File: src/sv/lzbd_pkg.sv
// ----------------------------------------------------------------------------
// lzbd_pkg
// Types and constants shared by the LZ77 block decompressor modules.
// ----------------------------------------------------------------------------
package lzbd_pkg;

    localparam int unsigned WINDOW_SIZE = 4096;
    localparam int unsigned HIST_AW     = $clog2(WINDOW_SIZE);
    localparam int unsigned MAX_COPY    = 63;

    localparam int unsigned CFG_IDX_W  = 3;
    localparam int unsigned CFG_DATA_W = 48;

    localparam logic [CFG_IDX_W-1:0] CFG_COMPRESSED_CODE = 3'd0;
    localparam logic [CFG_IDX_W-1:0] CFG_RAW_CODE        = 3'd1;
    localparam logic [CFG_IDX_W-1:0] CFG_OUT_LIMIT       = 3'd2;
    localparam logic [CFG_IDX_W-1:0] CFG_LEN_TABLE_LOW   = 3'd3;
    localparam logic [CFG_IDX_W-1:0] CFG_LEN_TABLE_HIGH  = 3'd4;

    localparam logic [2:0] ST_OK      = 3'd0;
    localparam logic [2:0] ST_END     = 3'd1;
    localparam logic [2:0] ST_METHOD  = 3'd2;
    localparam logic [2:0] ST_FAR     = 3'd3;
    localparam logic [2:0] ST_SHORT   = 3'd4;

    typedef struct packed {
        logic [7:0]  in_byte;
        logic        last_byte;
    } in_item_t;

    typedef struct packed {
        logic [7:0]  out_byte;
        logic        byte_valid;
        logic        done_res;
        logic [23:0] total_length;
        logic [2:0]  status;
        logic        run_last;
    } out_item_t;

    typedef struct packed {
        logic [7:0]  compressed_method_code;
        logic [7:0]  raw_method_code;
        logic [23:0] out_limit;
        logic [47:0] length_table_low;
        logic [47:0] length_table_high;
    } cfg_t;

    typedef struct packed {
        logic               wr_en;
        logic [HIST_AW-1:0] wr_addr;
        logic [7:0]         wr_data;
        logic               rd_en;
        logic [HIST_AW-1:0] rd_addr;
    } hist_req_t;

endpackage

File: src/sv/lzbd_core.sv
// ----------------------------------------------------------------------------
// lzbd_core
// Source byte decoder and byte-at-a-time copy sequencer.
// ----------------------------------------------------------------------------
module lzbd_core (
    input  logic                 clk,
    input  logic                 rst_n,
    input  lzbd_pkg::cfg_t       cfg,
    input  logic                 in_valid,
    input  lzbd_pkg::in_item_t   in_item,
    output logic                 in_stall,
    input  logic                 out_free,
    output logic                 emit,
    output lzbd_pkg::out_item_t  res,
    output lzbd_pkg::hist_req_t  hist_req,
    input  logic [7:0]           hist_data
);
    import lzbd_pkg::*;

    typedef enum logic [4:0] {
        S_IDLE = 5'b00001,
        S_LIT  = 5'b00010,
        S_RD   = 5'b00100,
        S_WR   = 5'b01000,
        S_DONE = 5'b10000
    } seq_t;

    typedef enum logic [8:0] {
        PH_METHOD   = 9'b000000001,
        PH_FLAG     = 9'b000000010,
        PH_ITEM     = 9'b000000100,
        PH_CODE2    = 9'b000001000,
        PH_RAW_SKIP = 9'b000010000,
        PH_RAW_LO   = 9'b000100000,
        PH_RAW_HI   = 9'b001000000,
        PH_RAW_DATA = 9'b010000000,
        PH_STOP     = 9'b100000000
    } phase_t;

    seq_t        seq_reg, seq_next;
    phase_t      phase_reg, phase_next;
    logic [7:0]  flag_bits_reg, flag_bits_next;
    logic [3:0]  flags_left_reg, flags_left_next;
    logic [7:0]  held_reg, held_next;
    logic [15:0] raw_rem_reg, raw_rem_next;
    logic [2:0]  src_cnt_reg, src_cnt_next;
    logic [2:0]  end_status_reg, end_status_next;
    logic [23:0] produced_reg, produced_next;
    logic [7:0]  lit_reg, lit_next;
    logic [5:0]  copy_cnt_reg, copy_cnt_next;
    logic [11:0] dist_reg, dist_next;
    logic        done_pend_reg, done_pend_next;
    logic [2:0]  done_status_reg, done_status_next;
    logic        done_short_reg, done_short_next;

    logic        accept;
    logic [7:0]  b;
    logic        last;
    logic        room_ok;
    logic [11:0] dist_w;
    logic [5:0]  len_raw;
    logic [5:0]  len_cap;
    logic        far;
    logic [3:0]  flags_dec;
    logic [15:0] raw_len;
    logic [15:0] raw_clip;
    logic [15:0] raw_rem_dec;
    logic [23:0] produced_inc;
    logic        copy_end;
    logic        start_lit;
    logic        start_copy;
    phase_t      phase_d;
    logic [2:0]  end_status_d;

    function automatic logic [5:0] table_len(input logic [95:0] tbl, input logic [3:0] idx);
        logic [6:0] pos;
        pos = 7'(idx) * 7'd6;
        return tbl[pos +: 6];
    endfunction

    assign accept       = in_valid && (seq_reg == S_IDLE);
    assign in_stall     = (seq_reg != S_IDLE);
    assign b            = in_item.in_byte;
    assign last         = in_item.last_byte;
    assign room_ok      = produced_reg < cfg.out_limit;
    assign dist_w       = {held_reg[3:0], b};
    assign len_raw      = table_len({cfg.length_table_high, cfg.length_table_low},
                                    held_reg[7:4]);
    assign len_cap      = (len_raw > 6'(MAX_COPY)) ? 6'(MAX_COPY) : len_raw;
    assign far          = {12'd0, dist_w} > produced_reg;
    assign flags_dec    = (flags_left_reg == 4'd0) ? 4'd0 : flags_left_reg - 4'd1;
    assign raw_len      = {b, held_reg};
    assign raw_clip     = ({8'd0, raw_len} > cfg.out_limit) ? cfg.out_limit[15:0] : raw_len;
    assign raw_rem_dec  = (raw_rem_reg == 16'd0) ? 16'd0 : raw_rem_reg - 16'd1;
    assign produced_inc = produced_reg + 24'd1;
    assign copy_end     = (copy_cnt_reg == 6'd1) || (produced_inc == cfg.out_limit);

    always_comb
    begin
        phase_d         = phase_reg;
        end_status_d    = end_status_reg;
        flag_bits_next  = flag_bits_reg;
        flags_left_next = flags_left_reg;
        held_next       = held_reg;
        raw_rem_next    = raw_rem_reg;
        src_cnt_next    = src_cnt_reg;
        start_lit       = 1'b0;
        start_copy      = 1'b0;
        lit_next        = lit_reg;
        copy_cnt_next   = copy_cnt_reg;
        dist_next       = dist_reg;
        done_pend_next  = done_pend_reg;
        done_status_next = done_status_reg;
        done_short_next = done_short_reg;
        phase_next      = phase_reg;
        end_status_next = end_status_reg;

        if (accept)
        begin
            case (phase_reg)
                PH_METHOD:
                begin
                    if (b == cfg.compressed_method_code)
                    begin
                        phase_d = PH_FLAG;
                    end
                    else if (b == cfg.raw_method_code)
                    begin
                        phase_d = PH_RAW_SKIP;
                    end
                    else
                    begin
                        phase_d      = PH_STOP;
                        end_status_d = ST_METHOD;
                    end
                end
                PH_FLAG:
                begin
                    if (!last)
                    begin
                        flag_bits_next  = b;
                        flags_left_next = 4'd8;
                        phase_d         = PH_ITEM;
                    end
                end
                PH_ITEM:
                begin
                    if (!last)
                    begin
                        if (flag_bits_reg[0])
                        begin
                            held_next = b;
                            phase_d   = PH_CODE2;
                        end
                        else
                        begin
                            start_lit       = room_ok;
                            lit_next        = b;
                            flag_bits_next  = flag_bits_reg >> 1;
                            flags_left_next = flags_dec;
                            phase_d         = (flags_dec == 4'd0) ? PH_FLAG : PH_ITEM;
                        end
                    end
                end
                PH_CODE2:
                begin
                    if (dist_w == 12'd0)
                    begin
                        phase_d      = PH_STOP;
                        end_status_d = ST_END;
                    end
                    else if (far)
                    begin
                        phase_d      = PH_STOP;
                        end_status_d = ST_FAR;
                    end
                    else
                    begin
                        start_copy      = room_ok && (len_cap != 6'd0);
                        copy_cnt_next   = len_cap;
                        dist_next       = dist_w;
                        flag_bits_next  = flag_bits_reg >> 1;
                        flags_left_next = flags_dec;
                        phase_d         = (flags_dec == 4'd0) ? PH_FLAG : PH_ITEM;
                    end
                end
                PH_RAW_SKIP:
                begin
                    phase_d = PH_RAW_LO;
                end
                PH_RAW_LO:
                begin
                    held_next = b;
                    phase_d   = PH_RAW_HI;
                end
                PH_RAW_HI:
                begin
                    raw_rem_next = raw_clip;
                    if (raw_clip == 16'd0)
                    begin
                        phase_d      = PH_STOP;
                        end_status_d = ST_OK;
                    end
                    else
                    begin
                        phase_d = PH_RAW_DATA;
                    end
                end
                PH_RAW_DATA:
                begin
                    start_lit    = room_ok;
                    lit_next     = b;
                    raw_rem_next = raw_rem_dec;
                    if (raw_rem_dec == 16'd0)
                    begin
                        phase_d      = PH_STOP;
                        end_status_d = ST_OK;
                    end
                end
                PH_STOP:
                begin
                end
                default:
                begin
                end
            endcase

            src_cnt_next     = (src_cnt_reg < 3'd4) ? src_cnt_reg + 3'd1 : 3'd4;
            done_pend_next   = last;
            done_short_next  = src_cnt_reg < 3'd3;
            done_status_next = (src_cnt_reg < 3'd3) ? ST_SHORT :
                               (phase_d == PH_STOP) ? end_status_d : ST_OK;
            phase_next       = phase_d;
            end_status_next  = end_status_d;

            if (last)
            begin
                phase_next      = PH_METHOD;
                end_status_next = ST_OK;
                flag_bits_next  = 8'd0;
                flags_left_next = 4'd0;
                held_next       = 8'd0;
                raw_rem_next    = 16'd0;
                src_cnt_next    = 3'd0;
            end
        end
    end

    always_comb
    begin
        seq_next      = seq_reg;
        produced_next = produced_reg;
        emit          = 1'b0;
        res           = '0;
        hist_req      = '0;

        case (seq_reg)
            S_IDLE:
            begin
                if (accept)
                begin
                    if (start_lit)
                    begin
                        seq_next = S_LIT;
                    end
                    else if (start_copy)
                    begin
                        seq_next = S_RD;
                    end
                    else if (last)
                    begin
                        seq_next = S_DONE;
                    end
                end
            end
            S_LIT:
            begin
                if (out_free)
                begin
                    emit             = 1'b1;
                    res.out_byte     = lit_reg;
                    res.byte_valid   = 1'b1;
                    res.run_last     = !done_pend_reg;
                    hist_req.wr_en   = 1'b1;
                    hist_req.wr_addr = produced_reg[HIST_AW-1:0];
                    hist_req.wr_data = lit_reg;
                    produced_next    = produced_inc;
                    seq_next         = done_pend_reg ? S_DONE : S_IDLE;
                end
            end
            S_RD:
            begin
                hist_req.rd_en   = 1'b1;
                hist_req.rd_addr = produced_reg[HIST_AW-1:0] - dist_reg;
                seq_next         = S_WR;
            end
            S_WR:
            begin
                if (out_free)
                begin
                    emit             = 1'b1;
                    res.out_byte     = hist_data;
                    res.byte_valid   = 1'b1;
                    res.run_last     = copy_end && !done_pend_reg;
                    hist_req.wr_en   = 1'b1;
                    hist_req.wr_addr = produced_reg[HIST_AW-1:0];
                    hist_req.wr_data = hist_data;
                    produced_next    = produced_inc;
                    if (copy_end)
                    begin
                        seq_next = done_pend_reg ? S_DONE : S_IDLE;
                    end
                    else
                    begin
                        seq_next = S_RD;
                    end
                end
            end
            S_DONE:
            begin
                if (out_free)
                begin
                    emit             = 1'b1;
                    res.done_res     = 1'b1;
                    res.total_length = done_short_reg ? 24'd0 : produced_reg;
                    res.status       = done_status_reg;
                    res.run_last     = 1'b1;
                    produced_next    = 24'd0;
                    seq_next         = S_IDLE;
                end
            end
            default:
            begin
                seq_next = S_IDLE;
            end
        endcase
    end

    always_ff @(posedge clk or negedge rst_n)
    begin
        if (!rst_n)
        begin
            seq_reg         <= S_IDLE;
            phase_reg       <= PH_METHOD;
            flag_bits_reg   <= 8'd0;
            flags_left_reg  <= 4'd0;
            held_reg        <= 8'd0;
            raw_rem_reg     <= 16'd0;
            src_cnt_reg     <= 3'd0;
            end_status_reg  <= ST_OK;
            produced_reg    <= 24'd0;
            copy_cnt_reg    <= 6'd0;
            done_pend_reg   <= 1'b0;
            done_status_reg <= ST_OK;
            done_short_reg  <= 1'b0;
        end
        else
        begin
            seq_reg         <= seq_next;
            phase_reg       <= phase_next;
            flag_bits_reg   <= flag_bits_next;
            flags_left_reg  <= flags_left_next;
            held_reg        <= held_next;
            raw_rem_reg     <= raw_rem_next;
            src_cnt_reg     <= src_cnt_next;
            end_status_reg  <= end_status_next;
            produced_reg    <= produced_next;
            copy_cnt_reg    <= (seq_reg == S_WR && out_free) ? copy_cnt_reg - 6'd1
                                                             : copy_cnt_next;
            done_pend_reg   <= done_pend_next;
            done_status_reg <= done_status_next;
            done_short_reg  <= done_short_next;
        end
    end

    always_ff @(posedge clk)
    begin
        lit_reg  <= lit_next;
        dist_reg <= dist_next;
    end

endmodule

File: config.mk
export PLATFORM = sky130hd
export DESIGN_NAME = lzbd_core
export DESIGN_NICKNAME = d
export VERILOG_FILES = /design/src/sv/lzbd_pkg.sv /design/src/sv/lzbd_core.sv
export SDC_FILE = /design/constraint.sdc
export NUM_CORES = 1
export LEC_CHECK = 0
export BUFFER_PORTS_ARGS = -buffer_cell sky130_fd_sc_hd__buf_2
export CAP_MARGIN = 25
export CELL_PAD_IN_SITES_DETAIL_PLACEMENT = 0
export CELL_PAD_IN_SITES_GLOBAL_PLACEMENT = 1
export CORE_MARGIN = 4
export CORE_UTILIZATION = 44
export DETAILED_ROUTE_END_ITERATION = 16
export PLACE_DENSITY_LB_ADDON = 0.15
export SLEW_MARGIN = 25
export SYNTH_ARGS = -nofsm -noshare
export SYNTH_HDL_FRONTEND = slang
export SYNTH_SLANG_ARGS = --single-unit
File: constraint.sdc
create_clock -name clk -period 11.5 [get_ports clk]
set_input_delay 2.3 -clock clk [delete_from_list [all_inputs] [get_ports clk]]
set_output_delay 2.3 -clock clk [all_outputs]
set_load 0.01 [all_outputs]
After elaboration in Yosys (flattened, before gate mapping) --
Cells that the tools add are included.
Cells by class: reduce and logical (&&, ||, !) cells 31, multiply operators 1, multiplexer cells 88, eq/ne operators 33, order comparisons 6, bitwise operators 2, add/subtract/negate cells 6, shifts and indexed selects 1
Operators with widths (number):
- 9-bit 2-to-1 mux | 12
- 96-bit by 8-bit variable part select with 6-bit output | 1
- 24-bit 2-to-1 mux | 3
- 9-bit case mux with 8 select lines | 1
- 8-bit 2-to-1 mux | 8
- 16-bit zero test | 3
- 16-bit 2-to-1 mux | 3
- 24-bit case mux with 2 select lines | 1
- 5-bit 2-to-1 mux | 9
- 21-bit 2-to-1 mux | 2
- 21-bit case mux with 2 select lines | 1
- 3-bit 2-to-1 mux | 12
- 6-bit 2-to-1 mux | 6
- 16-bit case mux with 2 select lines | 1
- 8-bit case mux with 2 select lines | 2
- 29-bit 2-to-1 mux | 1
- 28-bit 2-to-1 mux | 1
- 5-bit case mux with 5 select lines | 1
- 24-bit by 1-bit adder with 24-bit output (second input constant) | 1
- 24-bit == test | 1
- 12-bit by 24-bit > comparator with 1-bit output | 1
- 16-bit by 24-bit > comparator with 1-bit output | 1
- 24-bit < comparator | 1
- 4-bit 2-to-1 mux | 6
- other kinds (54) | 89
Word-level totals: flip-flop bits (word level) 111, bits of input ports 157

Longest topological paths before layout --
depth in word-level cells 14, depth in mapped cells 14

Worst setup path before layout --
Ideal clock, no wire load.
kind input-to-output, start point input port cfg[96] (netlist name), end point output port res[0] (netlist name), buffers on the path 0, arrival 4.218 ns, slack 4.982 ns, data required time 9.200 ns, stages on the path 9, path through ha_1 -> a211oi_1 -> o211ai_1 -> a2111oi_0 -> nand4_1 -> or4_1 -> nor2_1 -> a211o_1 -> a31o_2
RTL lines:
- from (decl) | line lzbd_core.sv:8 | input lzbd_pkg::cfg_t cfg,
- to (decl) | line lzbd_core.sv:14 | output lzbd_pkg::out_item_t res,

==> flow_summary.ini <==
[synth]
syn_inst = 1172
synth_top_area_frac = 0.225
synth_cell_type_count = 80
syn_nets = 1399
ys_top_cells_by_area = dfrtp_1, ha_1, edfxtp_1, mux4_2, o21ai_0
seq_area_frac_synth = 0.290
ys_warn_count = 0
synth_area_per_cell_um2 = 8.46
ys_ff_latch = 111
synth_edf_count = 20
synth.largest_area_cell = dfrtp_1
synth.most_common_cell = nand2_1
yosys-top-cells-count = nand2_1, nor2_1, o21ai_0
async_flop_share = 0.820
synth_ff_type = dfrtp_1
syn_area_mm2 = 0.00992

[critical_path]
critical_path_arrival_ns = 4.83
path_cells = buf_2, ha_1, a211oi_1, o211ai_1, a2111oi_0, nand4_1, or4_1, nor2_1, a211o_1, a31o_2, buf_2
crit_path_top_delay_cell = or4_1
cp-start-kind = input pin
crit_path_frequent_cell = buf_2
crit_fanout = 4
cp_data_required_time_ns = 9.20
crit_type = input pin to output port
crit_path_end_kind = output port
cp_slowest_stage_delay_ns = 0.61

[route]
drt_iter0_drc = 757
drc = 0
vias = 9729
via_per_inst = 5.97
antenna_left = 0
drt-pass1-iter-count = 5
routed_wl_mm = 34.6
routedWlPerCell_um = 21.3

[timing]
tightest_slew_ns = 1.04
max_freq_ghz = 0.140
setup_ws_ns = 4.37
relSlewSlack = 0.305
timing.hold.ws_ns = 0.488
rsz0062_at_grt = no
period_needed_ns = 7.13
final.setup.tns_ns = 0
skew_ns = 0.0116
drv_slew = 0
min_period_over_period = 0.620
setup_viol = 0
hold_violations = 0

[floorplanning]
fp.coreArea_mm2 = 0.0220
die_w_um = 158
initial_core_util = 0.450
ios = 231
die_h_um = 158
row_count = 54
die_area_mm2 = 0.0250

[clock_tree]
cts_resized = 0
cts_tree = done
post_cts_buffers = 0
cts_buffers = 9
htree_levels = 3
insertion_delay_ns = 0.36
clkTransAtPathRegs_ns = 0.08
numClockSinks = 111
cts_root_buf = clkbuf_16
cts_hold_buf = 0
clockBufferDepth = 2

[layout]
final_area_mm2 = 0.0115
drive_gt1_frac = 0.225
nets = 1571
nFillCells = 2144
largest_reg_flops = 24
areaGrowthSynthToFinish_pct = 15.5

[placement]
port_buffers = 230
place_congestion = 0.928
dpl_worst_slack_ns = 4.41
dp_hpwl_mm = 26.8
placed_area_mm2 = 0.0112

[global_routing]
overflow = 0
grt_usage = 0.274
grt_start_max_net_pins = 55
grt_pass1_vias = 9532
grt_pass1_wl_mm = 52.7
antenna_found_initial = 2

[worst_hold_path]
hp-class = flop to flop

[flow_run]
cap_violations = 0

[power_and_ir_drop]
vdd.ir_drop.worst_mv = 0.0851
cellPowerDensity_mw_per_mm2 = 136
power.leakage_nw = 5.33

[outcome]
status = finished, final reports clean
layout make-up:
type                       count  area [µm²]  area share
inverter                      70         263      0.0229
clock inverter                 6        43.8     0.00382
tap                          280         350      0.0306
clock buffer                  10         239      0.0209
multi-input combinational    912        6450       0.563
antenna                        1        2.50    0.000218
timing repair buffer         240        1230       0.107
sequential                   111        2880       0.252
logic make-up (layout without fill, tap and decap cells):
group	count (synthesis)	count (layout)	synth area share
muxes	51	51	0.0843
buffers and inverters	149	326	0.0614
and+or+nand+nor	426	426	0.219
other	0	1	0
DFF	111	111	0.290
adders and majority gates	70	70	0.0891
AOI/OAI and AO/OA	298	298	0.197
xor gates and xnor gates	67	67	0.0592
worst max-delay path, delay by kind of cell:
kind            cells  cell delay (ns)
compound gates      5             1.09
simple gates        3             0.89
fa+ha+maj           1             0.29
buf+inv             2             0.27
path summary, 6_finish.rpt:
check / startpoint / endpoint / slack (ns) / cells past startpoint
min: copy_cnt_reg[5]$_DFFE_PN0P_ / copy_cnt_reg[5]$_DFFE_PN0P_ / 0.49 / 1
max reg2reg: produced_reg[1]$_DFFE_PN0P_ / seq_reg[0]$_DFFE_PN1P_ / 7.37 / 10
min reg2reg: copy_cnt_reg[5]$_DFFE_PN0P_ / copy_cnt_reg[5]$_DFFE_PN0P_ / 0.49 / 1
max: cfg[96] / res[0] / 4.37 / 11
max in group asynchronous: rst_n / held_reg[4]$_DFFE_PN0P_ / 8.46 / 2
min in group asynchronous: rst_n / produced_reg[18]$_DFFE_PN0P_ / 1.91 / 1
per-layer routing:
layer  global-route usage  up-vias  part of all wire  wire length (µm)
met4                0.123        2             0.040              1400
met5                    0        -           0.00023                 8
met2                0.466      418              0.48             16500
met3               0.0293       77             0.061              2120
met1                0.353     4585              0.42             14700
li1                     -     4647                 -                 -
per-stage QoR:
stage / cells / utilization / total power, mW
finish: 1630 / 0.520 / 1.56
floorplan: 1172 / - / 1.02
detailed placement: 1613 / 0.507 / 1.25
global route: 1630 / 0.520 / 1.66
global placement: 1613 / 0.507 / 1.24
CTS: 1629 / 0.520 / 1.56
layout by cell type (no fill, tap or decap), types with 14 or more instances in the layout:
cell type,n
buf_2,229
nand2_1,103
nor2_1,98
o21ai_0,94
dfrtp_1,88
inv_1,69
ha_1,69
a21oi_1,58
xor2_1,40
nand3_1,31
nor3_1,30
xnor2_1,27
nor4_1,27
a22o_1,26
nand4_1,26
mux4_2,26
mux2i_1,25
and2_1,21
edfxtp_1,20
and3_1,17
nor2b_1,15
a22oi_1,14
power breakdown:
group	switching [mW]	leakage (nW)	total, mW	internal [mW]
clock network	0.159	0.144	0.314	0.155
logic	0.371	3.77	0.658	0.288
registers	0.130	1.41	0.588	0.458
(Power assumes the default switching activity.)
